File: src/rtl/pts_pkg.sv
`timescale 1ns / 1ps
// ============================================================================
// pts_pkg
// Shared types, codes and default sizes for the priority task scheduler.
// ============================================================================
package pts_pkg;

  // Default sizes of the task table and of the stored fields.
  localparam int unsigned MAX_TASKS_DEF = 16;
  localparam int unsigned PRIO_BITS_DEF = 8;
  localparam int unsigned TIME_BITS_DEF = 32;

  // Tick count loaded at reset.
  localparam int unsigned RESET_TIME = 10;

  // Fixed widths of the beat fields.
  localparam int unsigned REQ_W     = 3;
  localparam int unsigned PRIO_IN_W = 8;
  localparam int unsigned TIME_IO_W = 32;
  localparam int unsigned ID_OUT_W  = 4;
  localparam int unsigned STATUS_W  = 2;

  // Request codes carried by req_type.
  typedef enum logic [REQ_W-1:0] {
    REQ_REGISTER    = 3'd0,
    REQ_START       = 3'd1,
    REQ_TICK        = 3'd2,
    REQ_SLEEP       = 3'd3,
    REQ_SLEEP_UNTIL = 3'd4
  } req_e;

  // Status codes returned with every result.
  typedef enum logic [STATUS_W-1:0] {
    ST_OK          = 2'd0,
    ST_TABLE_FULL  = 2'd1,
    ST_NOT_STARTED = 2'd2
  } status_e;

  // Sequencer states.
  typedef enum logic [1:0] {
    SEQ_IDLE,
    SEQ_FETCH,
    SEQ_CHECK,
    SEQ_SCAN
  } seq_state_e;

endpackage

File: src/rtl/pts_ram.sv
`timescale 1ns / 1ps
// ============================================================================
// pts_ram
// Generic single-write, single-read RAM with a registered read port.
// ============================================================================
module pts_ram #(
  parameter int unsigned WIDTH = 8,
  parameter int unsigned DEPTH = 16
) (
  input  logic                     clk_i,
  input  logic                     we_i,
  input  logic [$clog2(DEPTH)-1:0] waddr_i,
  input  logic [WIDTH-1:0]         wdata_i,
  input  logic [$clog2(DEPTH)-1:0] raddr_i,
  output logic [WIDTH-1:0]         rdata_o
);

  logic [WIDTH-1:0] mem_q [DEPTH];

  // Write port.
  always_ff @(posedge clk_i) begin
    if (we_i) begin
      mem_q[waddr_i] <= wdata_i;
    end
  end

  // Registered read port.
  always_ff @(posedge clk_i) begin
    rdata_o <= mem_q[raddr_i];
  end

endmodule

File: src/rtl/priority_task_scheduler.sv
`timescale 1ns / 1ps
// ============================================================================
// priority_task_scheduler
// Preemptive priority scheduler with a task table, a tick counter and a
// sequential winner scan over the table.
// ============================================================================
// Usage:
// Requests arrive as beats on the input channel (in_valid_i / in_stall_o) and
// every accepted beat returns exactly one result beat on the output channel
// (out_valid_o / out_stall_i). A beat moves when valid is high and stall low.
// Register, start, unknown codes and requests refused before start answer
// directly: the result is in the output register after the accepting edge.
// A tick or a sleep runs a reschedule: the accepting cycle updates the time or
// the active task's wake time, SEQ_FETCH reads that wake time and the start
// candidate's priority, SEQ_CHECK fixes an overdue wake time, then SEQ_SCAN
// steps through the registered tasks with the single compare unit, finishes
// the last compare and loads the result. The table RAMs have one read port
// each, which sets the pace of the scan.
// One request is in work at a time; the input stalls while the sequencer is
// busy or while an unaccepted result blocks the output register.
// Reset empties the task table, stops the scheduler and sets the time to ten;
// table entries are not cleared and are only read once registered.
// A stalled result holds its value until the receiver takes it.
// ============================================================================
module priority_task_scheduler #(
  parameter int unsigned MAX_TASKS = pts_pkg::MAX_TASKS_DEF,
  parameter int unsigned PRIO_BITS = pts_pkg::PRIO_BITS_DEF,
  parameter int unsigned TIME_BITS = pts_pkg::TIME_BITS_DEF
) (
  input  logic                          clk_i,
  input  logic                          rst_ni,
  input  logic                          in_valid_i,
  output logic                          in_stall_o,
  input  logic [pts_pkg::REQ_W-1:0]     req_type_i,
  input  logic [pts_pkg::PRIO_IN_W-1:0] new_priority_i,
  input  logic [pts_pkg::TIME_IO_W-1:0] time_value_i,
  output logic                          out_valid_o,
  input  logic                          out_stall_i,
  output logic [pts_pkg::ID_OUT_W-1:0]  active_task_o,
  output logic                          switched_o,
  output logic [pts_pkg::ID_OUT_W-1:0]  assigned_id_o,
  output logic [pts_pkg::TIME_IO_W-1:0] time_now_o,
  output logic [pts_pkg::STATUS_W-1:0]  status_o
);

  import pts_pkg::*;

  localparam int unsigned ID_W  = $clog2(MAX_TASKS);
  localparam int unsigned CNT_W = $clog2(MAX_TASKS + 1);

  // Control state.
  seq_state_e           state_q, state_d;
  logic [CNT_W-1:0]     task_count_q, task_count_d;
  logic [ID_W-1:0]      active_q, active_d;
  logic [TIME_BITS-1:0] time_q, time_d;
  logic                 running_q, running_d;
  logic                 out_valid_q, out_valid_d;

  // Sequencer working registers.
  logic                 after_sleep_q, after_sleep_d;
  logic [ID_W-1:0]      old_active_q, old_active_d;
  logic [ID_W-1:0]      best_q, best_d;
  logic [PRIO_BITS-1:0] best_prio_q, best_prio_d;
  logic [CNT_W-1:0]     rd_idx_q, rd_idx_d;
  logic                 cmp_vld_q, cmp_vld_d;
  logic [ID_W-1:0]      cmp_idx_q, cmp_idx_d;

  // Result register.
  logic [ID_W-1:0]      res_active_q, res_active_d;
  logic                 res_switched_q, res_switched_d;
  logic [ID_W-1:0]      res_assigned_q, res_assigned_d;
  logic [TIME_BITS-1:0] res_time_q, res_time_d;
  status_e              res_status_q, res_status_d;
  logic                 res_load;

  // Table RAM ports.
  logic                 prio_we;
  logic                 wake_we;
  logic [ID_W-1:0]      prio_waddr;
  logic [ID_W-1:0]      wake_waddr;
  logic [PRIO_BITS-1:0] prio_wdata;
  logic [TIME_BITS-1:0] wake_wdata;
  logic [ID_W-1:0]      prio_raddr;
  logic [ID_W-1:0]      wake_raddr;
  logic [PRIO_BITS-1:0] prio_rdata;
  logic [TIME_BITS-1:0] wake_rdata;

  // Input fields brought to the stored widths.
  logic [PRIO_BITS+PRIO_IN_W-1:0] prio_ext;
  logic [TIME_BITS+TIME_IO_W-1:0] tval_ext;
  logic [PRIO_BITS-1:0]           prio_in;
  logic [TIME_BITS-1:0]           tval_in;

  logic in_accept;
  logic scan_done;
  logic table_full;

  assign prio_ext = {{PRIO_BITS{1'b0}}, new_priority_i};
  assign tval_ext = {{TIME_BITS{1'b0}}, time_value_i};
  assign prio_in  = prio_ext[PRIO_BITS-1:0];
  assign tval_in  = tval_ext[TIME_BITS-1:0];

  // Input is taken only by an idle sequencer with room in the output register.
  assign in_stall_o = (state_q != SEQ_IDLE) || (out_valid_q && out_stall_i);
  assign in_accept  = in_valid_i && !in_stall_o;
  assign table_full = (task_count_q == CNT_W'(MAX_TASKS));
  assign scan_done  = !cmp_vld_q && (rd_idx_q == task_count_q);

  // Task table memories.
  pts_ram #(
    .WIDTH (PRIO_BITS),
    .DEPTH (MAX_TASKS)
  ) u_prio_ram (
    .clk_i   (clk_i),
    .we_i    (prio_we),
    .waddr_i (prio_waddr),
    .wdata_i (prio_wdata),
    .raddr_i (prio_raddr),
    .rdata_o (prio_rdata)
  );

  pts_ram #(
    .WIDTH (TIME_BITS),
    .DEPTH (MAX_TASKS)
  ) u_wake_ram (
    .clk_i   (clk_i),
    .we_i    (wake_we),
    .waddr_i (wake_waddr),
    .wdata_i (wake_wdata),
    .raddr_i (wake_raddr),
    .rdata_o (wake_rdata)
  );

  // Control registers.
  always_ff @(posedge clk_i or negedge rst_ni) begin
    if (!rst_ni) begin
      state_q       <= SEQ_IDLE;
      task_count_q  <= '0;
      active_q      <= '0;
      time_q        <= TIME_BITS'(RESET_TIME);
      running_q     <= 1'b0;
      out_valid_q   <= 1'b0;
      after_sleep_q <= 1'b0;
      rd_idx_q      <= '0;
      cmp_vld_q     <= 1'b0;
    end else begin
      state_q       <= state_d;
      task_count_q  <= task_count_d;
      active_q      <= active_d;
      time_q        <= time_d;
      running_q     <= running_d;
      out_valid_q   <= out_valid_d;
      after_sleep_q <= after_sleep_d;
      rd_idx_q      <= rd_idx_d;
      cmp_vld_q     <= cmp_vld_d;
    end
  end

  // Payload registers.
  always_ff @(posedge clk_i) begin
    old_active_q   <= old_active_d;
    best_q         <= best_d;
    best_prio_q    <= best_prio_d;
    cmp_idx_q      <= cmp_idx_d;
    res_active_q   <= res_active_d;
    res_switched_q <= res_switched_d;
    res_assigned_q <= res_assigned_d;
    res_time_q     <= res_time_d;
    res_status_q   <= res_status_d;
  end

  // Sequencer: request decode, reschedule steps and result capture.
  always_comb begin
    state_d        = state_q;
    task_count_d   = task_count_q;
    active_d       = active_q;
    time_d         = time_q;
    running_d      = running_q;
    after_sleep_d  = after_sleep_q;
    old_active_d   = old_active_q;
    best_d         = best_q;
    best_prio_d    = best_prio_q;
    rd_idx_d       = rd_idx_q;
    cmp_vld_d      = 1'b0;
    cmp_idx_d      = cmp_idx_q;
    prio_we        = 1'b0;
    wake_we        = 1'b0;
    prio_waddr     = task_count_q[ID_W-1:0];
    wake_waddr     = active_q;
    prio_wdata     = prio_in;
    wake_wdata     = '0;
    prio_raddr     = rd_idx_q[ID_W-1:0];
    wake_raddr     = rd_idx_q[ID_W-1:0];
    res_load       = 1'b0;
    res_active_d   = res_active_q;
    res_switched_d = res_switched_q;
    res_assigned_d = res_assigned_q;
    res_time_d     = res_time_q;
    res_status_d   = res_status_q;

    unique case (state_q)
      SEQ_IDLE: begin
        if (in_accept) begin
          old_active_d   = active_q;
          res_active_d   = active_q;
          res_switched_d = 1'b0;
          res_assigned_d = '0;
          res_time_d     = time_q;
          res_status_d   = ST_OK;
          unique case (req_type_i)
            REQ_REGISTER: begin
              res_load = 1'b1;
              if (table_full) begin
                res_status_d = ST_TABLE_FULL;
              end else begin
                prio_we        = 1'b1;
                wake_we        = 1'b1;
                wake_waddr     = task_count_q[ID_W-1:0];
                wake_wdata     = '0;
                res_assigned_d = task_count_q[ID_W-1:0];
                task_count_d   = task_count_q + CNT_W'(1);
              end
            end
            REQ_START: begin
              res_load = 1'b1;
              if (task_count_q == '0) begin
                res_status_d = ST_NOT_STARTED;
              end else begin
                running_d      = 1'b1;
                active_d       = '0;
                res_active_d   = '0;
                res_switched_d = (active_q != '0);
              end
            end
            REQ_TICK, REQ_SLEEP, REQ_SLEEP_UNTIL: begin
              if (!running_q || (task_count_q == '0)) begin
                res_load     = 1'b1;
                res_status_d = ST_NOT_STARTED;
              end else begin
                state_d = SEQ_FETCH;
                if (req_type_i == REQ_TICK) begin
                  after_sleep_d = 1'b0;
                  time_d        = time_q + TIME_BITS'(1);
                end else begin
                  after_sleep_d = 1'b1;
                  wake_we       = 1'b1;
                  wake_waddr    = active_q;
                  wake_wdata    = (req_type_i == REQ_SLEEP) ? (time_q + tval_in) : tval_in;
                end
              end
            end
            default: begin
              res_load = 1'b1;
            end
          endcase
        end
      end

      // Read the active task's wake time and the start candidate's priority.
      SEQ_FETCH: begin
        wake_raddr = active_q;
        prio_raddr = after_sleep_q ? '0 : active_q;
        best_d     = after_sleep_q ? '0 : active_q;
        state_d    = SEQ_CHECK;
      end

      // Push an overdue wake time to the next tick and arm the scan.
      SEQ_CHECK: begin
        best_prio_d = prio_rdata;
        if (wake_rdata < time_q) begin
          wake_we    = 1'b1;
          wake_waddr = active_q;
          wake_wdata = time_q + TIME_BITS'(1);
        end
        rd_idx_d = '0;
        state_d  = SEQ_SCAN;
      end

      // One table entry is read and one is compared in every cycle.
      SEQ_SCAN: begin
        if (rd_idx_q != task_count_q) begin
          cmp_vld_d = 1'b1;
          cmp_idx_d = rd_idx_q[ID_W-1:0];
          rd_idx_d  = rd_idx_q + CNT_W'(1);
        end
        if (cmp_vld_q && (wake_rdata <= time_q) && (prio_rdata > best_prio_q)) begin
          best_d      = cmp_idx_q;
          best_prio_d = prio_rdata;
        end
        if (scan_done) begin
          active_d       = best_q;
          res_load       = 1'b1;
          res_active_d   = best_q;
          res_switched_d = (best_q != old_active_q);
          res_assigned_d = '0;
          res_time_d     = time_q;
          res_status_d   = ST_OK;
          state_d        = SEQ_IDLE;
        end
      end

      default: begin
        state_d = SEQ_IDLE;
      end
    endcase
  end

  // Output register handshake.
  always_comb begin
    out_valid_d = out_valid_q;
    if (res_load) begin
      out_valid_d = 1'b1;
    end else if (out_valid_q && !out_stall_i) begin
      out_valid_d = 1'b0;
    end
  end

  // Result fields brought to the port widths.
  logic [ID_W+ID_OUT_W-1:0]      active_ext;
  logic [ID_W+ID_OUT_W-1:0]      assigned_ext;
  logic [TIME_BITS+TIME_IO_W-1:0] time_ext;

  assign active_ext   = {{ID_OUT_W{1'b0}}, res_active_q};
  assign assigned_ext = {{ID_OUT_W{1'b0}}, res_assigned_q};
  assign time_ext     = {{TIME_IO_W{1'b0}}, res_time_q};

  assign out_valid_o   = out_valid_q;
  assign active_task_o = active_ext[ID_OUT_W-1:0];
  assign switched_o    = res_switched_q;
  assign assigned_id_o = assigned_ext[ID_OUT_W-1:0];
  assign time_now_o    = time_ext[TIME_IO_W-1:0];
  assign status_o      = res_status_q;

  // The active task is always a registered one once the scheduler runs.
  a_active_registered : assert property (@(posedge clk_i) disable iff (!rst_ni)
    running_q |-> (CNT_W'(active_q) < task_count_q))
    else $error("active task outside the registered range");

  // The task count never passes the table size.
  a_count_bound : assert property (@(posedge clk_i) disable iff (!rst_ni)
    task_count_q <= CNT_W'(MAX_TASKS))
    else $error("task count beyond table size");

  // A finished scan always finds the output register free.
  a_scan_out_free : assert property (@(posedge clk_i) disable iff (!rst_ni)
    (state_q == SEQ_SCAN && scan_done) |-> !out_valid_q)
    else $error("scan result would overwrite a pending beat");

  // The scan read pointer stays within the registered tasks.
  a_scan_bound : assert property (@(posedge clk_i) disable iff (!rst_ni)
    (state_q == SEQ_SCAN) |-> (rd_idx_q <= task_count_q))
    else $error("scan pointer beyond task count");

  // A reschedule only starts when the scheduler is running.
  a_resched_running : assert property (@(posedge clk_i) disable iff (!rst_ni)
    (state_q == SEQ_FETCH) |-> (running_q && (task_count_q != '0)))
    else $error("reschedule without running scheduler");

endmodule

File: config.mk
export PLATFORM = sky130hd
export DESIGN_NAME = priority_task_scheduler
export DESIGN_NICKNAME = d
export VERILOG_FILES = /design/src/rtl/pts_pkg.sv /design/src/rtl/pts_ram.sv /design/src/rtl/priority_task_scheduler.sv
export SDC_FILE = /design/constraint.sdc
export NUM_CORES = 1
export LEC_CHECK = 0
export ABC_AREA = 1
export BUFFER_PORTS_ARGS = -buffer_cell sky130_fd_sc_hd__buf_2
export CAP_MARGIN = 10
export CORE_MARGIN = 8
export CORE_UTILIZATION = 51
export CTS_CLUSTER_SIZE = 24
export DETAILED_ROUTE_END_ITERATION = 16
export GPL_TIMING_DRIVEN = 0
export PLACE_DENSITY = 0.7
export SYNTH_ARGS = -nofsm -noshare
export SYNTH_HDL_FRONTEND = slang
export SYNTH_SLANG_ARGS = --single-unit
export TNS_END_PERCENT = 20
File: constraint.sdc
create_clock -name clk_i -period 10.12 [get_ports clk_i]
set_clock_uncertainty 0.15 [all_clocks]
set_input_delay 1.518 -clock clk_i [delete_from_list [all_inputs] [get_ports clk_i]]
set_output_delay 1.518 -clock clk_i [all_outputs]
set_load 0.005 [all_outputs]
### Yosys cells after proc, flatten, opt, wreduce, memory -nomap -nowiden

Memory sizes are Yosys's and may differ from the RTL's. A register that Yosys moved wholly into a read port is not among the register bits.
Cells that the tools add are included.

| word-level totals | value |
|---|---|
| memories kept | 2 |
| RAM bits | 640 |
| bits in registers | 115 |
| output and inout bits | 45 |
| logic and storage cells | 152 |
| input port bits | 47 |

| cells by class | value |
|---|---|
| muxes and demuxes | 72 |
| equality and inequality tests | 17 |
| $lt $le $gt $ge | 3 |
| reduce and logical (&&, ||, !) cells | 33 |
| bitwise logic cells | 3 |
| $add $sub $neg | 4 |

Memories:

| name | words | bits a word | rd ports | clocked after Yosys merged registers in | wr ports | line | text |
|---|---|---|---|---|---|---|---|
| u_wake_ram.mem_q | 16 | 32 | 1 | 1 | 1 | pts_ram.sv:18 | `logic [WIDTH-1:0] mem_q [DEPTH];` |
| u_prio_ram.mem_q | 16 | 8 | 1 | 1 | 1 | pts_ram.sv:18 |  |

Operators with widths:

| operator | count |
|---|---|
| $mux W32 | 8 |
| $pmux W32 S2 | 2 |
| $mux W4 | 16 |
| $add A32 B1 Y32 const B | 1 |
| $add A32 B32 Y32 | 1 |
| $le A32 B32 Y1 | 1 |
| $lt A32 B32 Y1 | 1 |
| $mux W1 | 25 |
| $pmux W4 S2 | 3 |
| $pmux W8 S2 | 1 |
| $reduce_and A4 Y1 | 4 |
| $mux W2 | 7 |
| $add A5 B1 Y5 const B | 2 |
| $ne A2 B2 Y1 const B | 5 |
| $pmux W5 S2 | 1 |
| $reduce_and A2 Y1 | 5 |
| $reduce_bool A2 Y1 | 5 |
| $gt A8 B8 Y1 | 1 |
| $mux W8 | 1 |
| $pmux W1 S2 | 4 |
| $pmux W2 S4 | 1 |
| $eq A3 B2 Y1 const B | 2 |
| $logic_and A1 B1 Y1 | 6 |
| $pmux W2 S3 | 1 |
| other kinds (21) | 28 |

### Logic depth before layout (Yosys ltp)

| logic depth | value |
|---|---|
| depth after elaboration | 8 |
| depth in mapped cells | 17 |
| gate-level depth less buffers | 16 |

### Hierarchy

Synthesis repeated with hierarchy kept, for this count alone.

| second synthesis, totals | value |
|---|---|
| cells, all modules | 4067 |
| area, all modules | 37983.9 um^2 |

Modules (own cells, without submodules):

| module | seq. area each (um^2) | cells an instance | instances | area an instance (um^2) |
|---|---|---|---|---|
| pts_ram (u_wake_ram) | 16015.4 | 2120 | 1 | 22730.6 |
| priority_task_scheduler | 3195.6 | 1396 | 1 | 9486.6 |
| pts_ram (u_prio_ram) | 4003.8 | 551 | 1 | 5766.8 |

### Worst setup path before layout

OpenSTA, ideal clock, no wires.

| timing path | value |
|---|---|
| path type | input port to flip-flop |
| start | input req_type_i[1] (netlist name) |
| end | memory u_wake_ram.mem_q[0][0] (netlist name), enable pin |
| buffers on the path | 1 |
| path slack | 5.605 ns |
| cell stages on the path | 12 |
| arrival | 3.944 ns |
| setup time | 0.421 ns |
| required time | 9.549 ns |
| cell sequence | nor2_1 -> inv_1 -> nor2_1 -> nand2_1 -> nor2_1 -> buf_2 -> nand2_1 -> o21ai_1 -> nand2_1 -> inv_1 -> nand2_1 -> nor2_1 |

| between the ends | value |
|---|---|
| cells in the longest elaborated chain, start to end | 8 |
| elaborated cells on any way between the ends | 15 |
| classes of those cells | eq/ne: 3; mux: 10; reduce/logical: 2 |

Ends and longest elaborated chain:

| what | line | text |
|---|---|---|
| start: declaration | priority_task_scheduler.sv:34 | `input logic [pts_pkg::REQ_W-1:0] req_type_i,` |
| $eq A3 B2 Y1 | priority_task_scheduler.sv:210, priority_task_scheduler.sv:241 |  |
| $mux W1 | priority_task_scheduler.sv:241 | `if (req_type_i == REQ_TICK) begin` |
| $mux W1 | priority_task_scheduler.sv:236 | `if (!running_q \|\| (task_count_q == '0)) begin` |
| $pmux W1 S2 | priority_task_scheduler.sv:210 | `unique case (req_type_i)` |
| $mux W1 | priority_task_scheduler.sv:203 | `if (in_accept) begin` |
| $pmux W1 S2 | priority_task_scheduler.sv:201 | `unique case (state_q)` |
| $mux W1 | pts_ram.sv:22 | `if (we_i) begin` |
| $mux W1 (not written as such) | pts_ram.sv:23 | `mem_q[waddr_i] <= wdata_i;` |
| end: declaration | pts_ram.sv:18 |  |

Parallel ways exist; a longest one is shown, timed or not.

### Final worst setup path

| timing path | value |
|---|---|
| start | input req_type_i[2] (netlist name) |
| end | memory u_wake_ram.mem_q[3][26] (netlist name) (data pin) |

| between the ends | value |
|---|---|
| cells in the longest elaborated chain, start to end | 7 |
| elaborated cells on any way between the ends | 10 |
| classes of those cells | eq/ne: 3; mux: 6; reduce/logical: 1 |

Ends and longest elaborated chain:

| what | line | text |
|---|---|---|
| $eq A3 B2 Y1 | priority_task_scheduler.sv:210, priority_task_scheduler.sv:248 |  |
| $mux W32 | priority_task_scheduler.sv:248 | `wake_wdata = (req_type_i == REQ_SLEEP) ? (time_q + tval_in) : tval_in;` |
| $mux W32 | priority_task_scheduler.sv:241 |  |
| $mux W32 | priority_task_scheduler.sv:236 |  |
| $mux W32 * | n/a |  |
| $mux W32 * | priority_task_scheduler.sv:203 |  |
| $pmux W32 S2 * | priority_task_scheduler.sv:201 |  |
| named net u_wake_ram.wdata_i[26] | pts_ram.sv:13 | `input logic [WIDTH-1:0] wdata_i,` |

The timed path passes the listed nets; every way through them passes the cells marked *.

==> results.md <==
- Initial core utilization: approximately half
- Placer Congestion: roughly 0.96
- Max frequency: ~250 MHz
- Area growth syn-to-layout: 14.2%
- Ports: 92
- Register area share after synthesis: between 60% and 70%
- Synth area leader: edfxtp_1
- Max cap viols: 0
- Synth Flop Type: edfxtp_1
- Hold/Removal Path Class: flip-flop to flip-flop
- Ranking of synthesized cells by area: edfxtp_1 (58%), nand2_1 (8.0%), o211ai_1 (6.0%)
- Rel. slew slack: about 9.1%
- Peak supply drop: 0.000182 V
- WP data required: 10.15 ns
- CP startpoint kind: input pin
- Sink Count: about 800
- Worst reg2reg setup slack: 6.11 ns
- Worst slew pin tran: between 1 and 1.5 ns
- Overall die area: 79900 um^2
- Synth top area share: 58.2%
- Power per Cell Area: 307 nW/um^2
- Switching fraction of total power: 41.8%
- Cts repair resizes: 0
- Area of the multi-input gates: around 11000 um^2
- Yosys warns: 0
- Pins Over Slew Limit: 0
- Nets: roughly 3800
- Pre-CTS WS: about 5.5 ns
- Clock latency on the worst-skew pair: between 0.6 and 0.7 ns
- Max clock buf depth: 3
- Comb power frac: a little over two fifths
- Post-CTS setup buffers: 0
- Crit path time final: roughly 4.0 ns
- CTS tree: built
- Row cnt: 97
- Syn nets: between 3000 and 4000
- Overflow after GRT: 0
- 1st-iter DRT viols: a little over 3000
- Via-to-Cell Ratio: 5.65
- Syn Area/Cell: around 11 um^2
- Die span in x: ~280 um
- CTS clk-pin slew, worst paths: 0.06 ns
- Arr. time, crit path: approximately 4.0 ns
- Crit Path Max Fanout: 16
- Async S/R FF share, synth: under 10%
- Register bit total from synthesis: just under 800
- Post-DP HPWL: 72900 um
- Vias: between 20000 and 30000
- H-tree levels: 3
- FF/Latch Area: 23200 um^2
- Largest net degree at the start of global routing: 42
- Post-Syn Instances: 3439
- Drt total wl: a little over 100000 um
- Antenna-violating nets left: 0
- Min Hold Slack: roughly 0.29 ns
- Post-Synthesis Cell Area: between 30000 and 40000 um^2
- Fin worst setup slack: between 6 and 7 ns
- Endpoint type of the worst setup path: flip-flop
- Port bufs: 91
- Outcome: finished, final reports clean
- First-pass GRT wire length: 152000 um
- Clk root buf: clkbuf_16
- Core Box Area: ~70000 um^2
- CTS Buf Count: 84
- EDFF count, synth: between 700 and 800
- Post-synth cell types: 44
- Unrepaired setup endpoints after global routing: no
- Hold Fails Final Rpt: 0
- Most common cell in the synthesized netlist: nand2_1
- Setup_tns: 0 ns
- Gr usage total: about a quarter
- Setup-failing EPs final: 0
- Initial antenna violation count: 5
- List of most frequent post-synthesis cells: nand2_1 (770), edfxtp_1 (703), inv_1 (510), o211ai_1 (292), nand3_1 (235)
- Share of cells above drive strength 1: between 10% and 20%
- Net Switching: approximately 5.3 mW
- Post-cts hold buffer count: 0
- Int Pwr: 7.41 mW
- Tot Pwr: roughly 13 mW
- Sequential share of power: 33.8%
- Drc violations: 0
- Lkg Pwr: 16.5 nW
- Fillers: 5745
- Post-route clock period utilization: between 30 and 40%
- Clock share of power: between 20 and 25%
- WL/cell: between 20 and 25 um
- CP Class: input pin to flip-flop
- Vias in the first global route: about 25000
- DRT Pass-1 Iters: 5
- Chip height: roughly 280 um
-- critical path: stages --
cell and delay, ns:
buf_2 0.12, nor2_1 0.17, inv_1 0.07, nor2_1 0.31, clkbuf_1 0.41, clkbuf_1 0.58, nand3_1 0.19, nand2_1 0.15
nand2_1 0.49
-- per-stage QoR --
stage                     instance area, um^2  utilization [%]  cells
final                                   41400             59.0   4661
after global routing                    41400             59.0   4660
after CTS                               41400             59.0   4659
after detailed placement                38600             55.0   4503
after global placement                  37900             54.0   4470
after floorplan                         36200                -   3439
-- flip-flops by register name, indices dropped and copies added (netlist names), 2 cells and up --
name	cells
u_wake_ram.mem_q	512
u_prio_ram.rdata_o	8
u_prio_ram.mem_q	128
cmp_idx_q	4
u_wake_ram.rdata_o	32
task_count_q	5
rd_idx_q	5
assigned_id_o	4
state_q	2
best_prio_q	8
best_q	4
active_q	4
time_q	32
time_now_o	32
old_active_q	4
status_o	2
active_task_o	4
-- area by class of cell --
| class | count | share of cell area [%] |
|---|---|---|
| sequential | 795 | 56.1 |
| multi-input combinational | 1977 | 25.5 |
| clock buffer | 117 | 5.63 |
| inverter | 520 | 4.72 |
| tap | 940 | 2.84 |
| timing repair buffer | 125 | 2.48 |
| buffer | 147 | 1.64 |
| clock inverter | 39 | 1.08 |
| antenna | 1 | 0.00605 |
-- logic make-up after synthesis --
family | Yosys count | share of synthesized area [%]
simple gates | 1252 | 14.1
mux | 1 | 0.0276
flops | 795 | 64.0
xor+xnor | 55 | 1.33
compound gates | 587 | 10.4
buf+inv | 667 | 7.26
fa+ha+maj | 82 | 2.85
-- power groups by stage --
stage | sequential [mW] | clock (mW) | combinational (mW)
finish | 4.30 | 3.09 | 5.33
global route | 4.34 | 3.24 | 5.76
CTS | 4.30 | 3.11 | 5.22
detailed placement | 4.37 | 0 | 5.18
global placement | 4.39 | 0 | 5.02
floorplan | 4.32 | 0 | 3.17
-- cell usage in the layout (no fill, tap or decap), drive strengths merged, types with 5 or more instances in the layout --
cell type,n
o221ai,5
o21ai,176
nand4,11
clkbuf,178
dfrtp,50
clkinv,31
a21oi,97
bufinv,7
o211ai,292
inv,520
ha,81
o22ai,7
nor2,194
edfxtp,703
nand2,772
buf,211
nand3,235
nor3,31
dfxtp,40
xor2,52
-- layer usage --
metal	share of wire, %	global-route usage, %	wire [um]
met1	41	34.5	41700
met2	45	39.8	46400
met3	10	5.10	10300
met4	4.3	10.8	4380
met5	0.022	0	23
-- worst paths after layout --
path,startpoint,endpoint,depth (start not counted)
max,req_type_i[2],u_wake_ram.mem_q[3][26]$_DFFE_PP_,9
min,u_prio_ram.rdata_o[1]$_DFF_P_,best_prio_q[1]$_DFFE_PP_,0
max reg2reg,time_q[20]$_DFFE_PN0P_,u_wake_ram.mem_q[5][1]$_DFFE_PP_,12
min reg2reg,u_prio_ram.rdata_o[1]$_DFF_P_,best_prio_q[1]$_DFFE_PP_,0
max in group asynchronous,rst_ni,cmp_vld_q$_DFF_PN0_,2
min in group asynchronous,rst_ni,time_q[8]$_DFFE_PN0P_,1
Note: power is estimated with default switching activity, not from simulation.
